File: src/design/wavetable_voice_oscillator_assert.svh
// Assertion macros used by the RTL.
// Each macro needs aclk and aresetn in the scope where it is used.
`ifndef WAVETABLE_VOICE_OSCILLATOR_ASSERT_SVH
`define WAVETABLE_VOICE_OSCILLATOR_ASSERT_SVH

`ifndef SYNTHESIS

// Same-cycle implication
`define WVO_ASSERT_IMP(lbl, ante, cons) \
    lbl: assert property (@(posedge aclk) disable iff (!aresetn) (ante) |-> (cons)) \
        else $error("wvo: same-cycle check failed");

// Next-cycle implication
`define WVO_ASSERT_NXT(lbl, ante, cons) \
    lbl: assert property (@(posedge aclk) disable iff (!aresetn) (ante) |=> (cons)) \
        else $error("wvo: next-cycle check failed");

`else

`define WVO_ASSERT_IMP(lbl, ante, cons)
`define WVO_ASSERT_NXT(lbl, ante, cons)

`endif

`endif

File: src/design/wvo_pkg.sv
`timescale 1ns / 1ps
`default_nettype none

package wvo_pkg;

    // Shared multiplier operand and product
    typedef logic signed [24:0] op_t;
    typedef logic signed [49:0] prod_t;

    // Item actions
    typedef logic [1:0] action_t;
    localparam action_t ACT_WRITE_BASE   = 2'd0;
    localparam action_t ACT_WRITE_SECOND = 2'd1;
    localparam action_t ACT_TICK         = 2'd2;
    localparam action_t ACT_RESET_PHASES = 2'd3;

    // Register indexes (paddr[2])
    localparam logic REG_MIX          = 1'b0;
    localparam logic REG_PHASE_OFFSET = 1'b1;

    // Q1.15 unity
    localparam logic [15:0] UNITY = 16'h8000;

    localparam prod_t SAT_HI = 50'sd32767;
    localparam prod_t SAT_LO = -50'sd32768;

    // Saturate to Q1.15
    function automatic logic signed [15:0] sat16(input prod_t v);
        if (v > SAT_HI) begin
            return 16'sh7fff;
        end else if (v < SAT_LO) begin
            return -16'sh8000;
        end else begin
            return v[15:0];
        end
    endfunction

    // Round (ties up) by 2^15, then saturate
    function automatic logic signed [15:0] rnd15_sat(input prod_t v);
        prod_t t;
        t = (v + prod_t'(16384)) >>> 15;
        return sat16(t);
    endfunction

    // s0 + round(prod / 2^24); result lies between the two samples
    function automatic logic signed [15:0] interp(input logic signed [15:0] s0, input prod_t p);
        prod_t t;
        logic [16:0] r;
        t = (p + prod_t'(1 << 23)) >>> 24;
        r = {s0[15], s0} + t[16:0];
        return r[15:0];
    endfunction

    // round((a + b) / 2), ties up
    function automatic logic signed [15:0] avg_round(input logic signed [15:0] a,
                                                     input logic signed [15:0] b);
        logic signed [17:0] s;
        s = 18'(a) + 18'(b) + 18'sd1;
        return s[16:1];
    endfunction

endpackage

`default_nettype wire

File: src/design/wvo_mul.sv
`timescale 1ns / 1ps
`default_nettype none

module wvo_mul
    import wvo_pkg::*;
(
    input  wire logic aclk,
    input  wire op_t  op_a,
    input  wire op_t  op_b,
    output prod_t     prod
);

    prod_t prod_reg;

    // Signed 25x25 multiply, product registered
    always_ff @(posedge aclk) begin
        prod_reg <= op_a * op_b;
    end

    assign prod = prod_reg;

endmodule

`default_nettype wire
File: config.mk
export PLATFORM = sky130hd
export DESIGN_NAME = wvo_mul
export DESIGN_NICKNAME = d
export VERILOG_FILES = /design/src/design/wavetable_voice_oscillator_assert.svh /design/src/design/wvo_pkg.sv /design/src/design/wvo_mul.sv
export SDC_FILE = /design/constraint.sdc
export NUM_CORES = 2
export LEC_CHECK = 0
export ABC_AREA = 1
export BUFFER_PORTS_ARGS = -buffer_cell sky130_fd_sc_hd__buf_2
export CORE_UTILIZATION = 25
export CTS_CLUSTER_SIZE = 24
export DETAILED_ROUTE_END_ITERATION = 8
export PLACE_DENSITY = 0.38
export SYNTH_ARGS = -nofsm -noshare
export SYNTH_HDL_FRONTEND = slang
export SYNTH_SLANG_ARGS = --single-unit
export TNS_END_PERCENT = 100
File: constraint.sdc
create_clock -name aclk -period 11.2 [get_ports aclk]
set_input_delay 1.12 -clock aclk [delete_from_list [all_inputs] [get_ports aclk]]
set_output_delay 1.12 -clock aclk [all_outputs]
set_load 0.05 [all_outputs]
==> key figures <==
Outcome
  • Outcome: completed

Timing
  • RSZ-0062 raised after global routing: false
  • Final setup vio count: 0
  • Max-slew headroom: 0.4558
  • Max Clk Rate: 0.1266 GHz
  • Final period util: 0.7050
  • Fin. Hold Viols: 0
  • Setup TNS: 0 ns
  • Post-layout minimum cycle time: 7.897 ns
  • Max-slew violation count: 0
  • Slew @ Worst Pin: 0.8163 ns

Clock network
  • Htree depth: 2
  • Buffer count from post-CTS setup fixing: 0
  • Post-cts sizing count: 0
  • CTS Sinks: 50
  • Clock Pin Slew Worst Setup and Hold Paths: 0.08 ns
  • CTS tree: yes
  • CTS root buffer: clkbuf_16
  • Clk buf depth: 2
  • Hold_buf cts: 0
  • CTS Buf Count: 5

Routing
  • Final wirelength: 78,450 µm
  • DR pass1 iterations: 5
  • Post-DR wirelength/cell: 16.19 µm
  • DR vias: 19,480
  • Drc violations: 0
  • Via density: 4.020
  • Number of nets with antenna violations after routing: 0
  • Initial drt markers: 996

Synth
  • Cells after synthesis: 3,490
  • Yosys warns: 0
  • Dominant cell type by area after synthesis: fa_1
  • Mapped Nets: 4,340
  • Syn_area_per_cell: 7.564 µm²
  • Flops & latches, synth: 50
  • Primary FF master, synth: dfxtp_1
  • Post-synth top area share: 0.4990
  • Synth area leaders: fa_1 50%, inv_1 17%, nand2_1 14%
  • Synth cell types: 28
  • Number of synthesized flops with an enable pin: 0
  • Fraction of registers with async set/reset: 0
  • Mapped Area: 0.02640 mm²
  • Seq/Total Area, Yosys: 0.03792

Global routing
  • Initial antenna violation count: 6
  • First-pass GRT wire length: 128,200 µm
  • Number of global-route vias before repair: 21,950
  • Pin count of the biggest net entering global routing: 26
  • Overall routing resource usage: 0.1546
  • Grt ovf: 0

Setup path
  • Max incr delay on CP: 0.91 ns
  • CP endpoint kind: flip-flop
  • Crit path buf inv count: 7
  • Maximum fanout along the worst path: 25
  • Critical path's slowest cell: fa_1
  • Top delay family on crit path: adder cells
  • Crit Path Class: input pin to flip-flop
  • CP required: 11.45 ns
  • Crit path DAT: 8.15 ns
  • CP startpoint kind: input pin

Job
  • Max-Cap Viols: 0

Finish
  • Area Overhead vs Synth: 7.384%
  • Max FFs per register: 50
  • Most frequent cells in the layout: 1,190 x inv_1, 995 x nand2_1, 658 x fa_1
  • Nets: 4,316
  • Layout cell share with drive strength beyond 1: 0.05365
  • Commonest non-fill, non-tap cell in the layout: inv_1
  • FILL cells: 11,510
  • N_diodes: 0

Min path
  • Hold Crit Class: input pin to flip-flop
  • Hold path endpoint: prod[0]
  • Startpoint of the worst hold path: op_b[0]
  • Hold path cells: 4

Floorplan
  • Ports: 101
  • Die area: 0.1069 mm²
  • Core area: 0.1041 mm²
  • # rows: 118
  • Initial Util: 0.2536
  • Die H: 327.0 µm
  • DIE WIDTH: 327.0 µm

Placed design
  • IO Port Bufs: 100
  • Hpwl dp: 68,440 µm
  • Placer Congestion: 0.8754
==> how the worst max path moves through the flow <==
stage / depth (start not counted) / endpoint / slack (ns) / startpoint
floorplan: 23 / prod[47] / 3.88 / op_a[24]
global placement: 26 / prod[45] / 2.96 / op_a[24]
detailed placement: 26 / prod[45] / 2.91 / op_a[24]
CTS: 26 / prod[45] / 3.20 / op_a[24]
global route: 27 / prod[45] / 2.78 / op_a[24]
finish: 25 / prod[49] / 3.30 / op_a[24]
==> cell type report <==
| class | count | area [µm²] | share of cell area |
|---|---|---|---|
| multi-input cells | 2087 | 20320 | 0.7168 |
| clock buffers | 5 | 125.1 | 0.004414 |
| well taps | 1380 | 1727 | 0.06091 |
| flip-flops and latches | 50 | 1001 | 0.03531 |
| clock inverters | 3 | 21.27 | 0.0007503 |
| inverters | 1204 | 4519 | 0.1594 |
| repair buffers | 118 | 635.6 | 0.02242 |
==> stage by stage <==
| step | hold WS (ns) | setup WS (ns) | utilization | instances | cell area [µm²] |
|---|---|---|---|---|---|
| after floorplan | 1.400 | 3.882 | - | 3490 | 26400 |
| after global placement | 1.590 | 2.961 | 0.2709 | 4839 | 28200 |
| after detailed placement | 1.592 | 2.906 | 0.2709 | 4839 | 28200 |
| after CTS | 1.298 | 3.198 | 0.2724 | 4847 | 28350 |
| after global routing | 1.330 | 2.780 | 0.2724 | 4847 | 28350 |
| final | 1.291 | 3.303 | 0.2724 | 4847 | 28350 |
==> kinds of logic (layout without fill, tap and decap cells) <==
logic type | count (synthesis) | in the layout | synth area share
adder cells (fa/ha/maj) | 799 | 799 | 0.5658
XOR/XNOR | 31 | 31 | 0.01028
flip-flops | 50 | 50 | 0.03792
AO/OA/AOI/OAI | 63 | 63 | 0.01299
buffers and inverters | 1353 | 1330 | 0.1924
AND/OR/NAND/NOR | 1194 | 1194 | 0.1806
==> Yosys cell counts (14+ instances only) <==
| cell | number |
|---|---|
| inv_1 | 1190 |
| nand2_1 | 995 |
| fa_1 | 658 |
| clkbuf_1 | 148 |
| ha_1 | 141 |
| nor2_1 | 86 |
| dfxtp_1 | 50 |
| a21oi_1 | 44 |
| nand3_1 | 41 |
| xor2_1 | 20 |
| nand4_1 | 16 |
| nor2_2 | 16 |
| inv_2 | 14 |
==> layer usage <==
metal / GRT usage / wire, µm / vias to the layer above
met5: 0 / 14 / -
met4: 0.01178 / 548 / 2
met3: 0.005753 / 1774 / 47
met2: 0.2855 / 40330 / 273
met1: 0.2073 / 35780 / 9768
li1: - / - / 9394
Power is not shown: default switching activity piles up to over one toggle a cycle in this logic, so the estimate is an artifact.
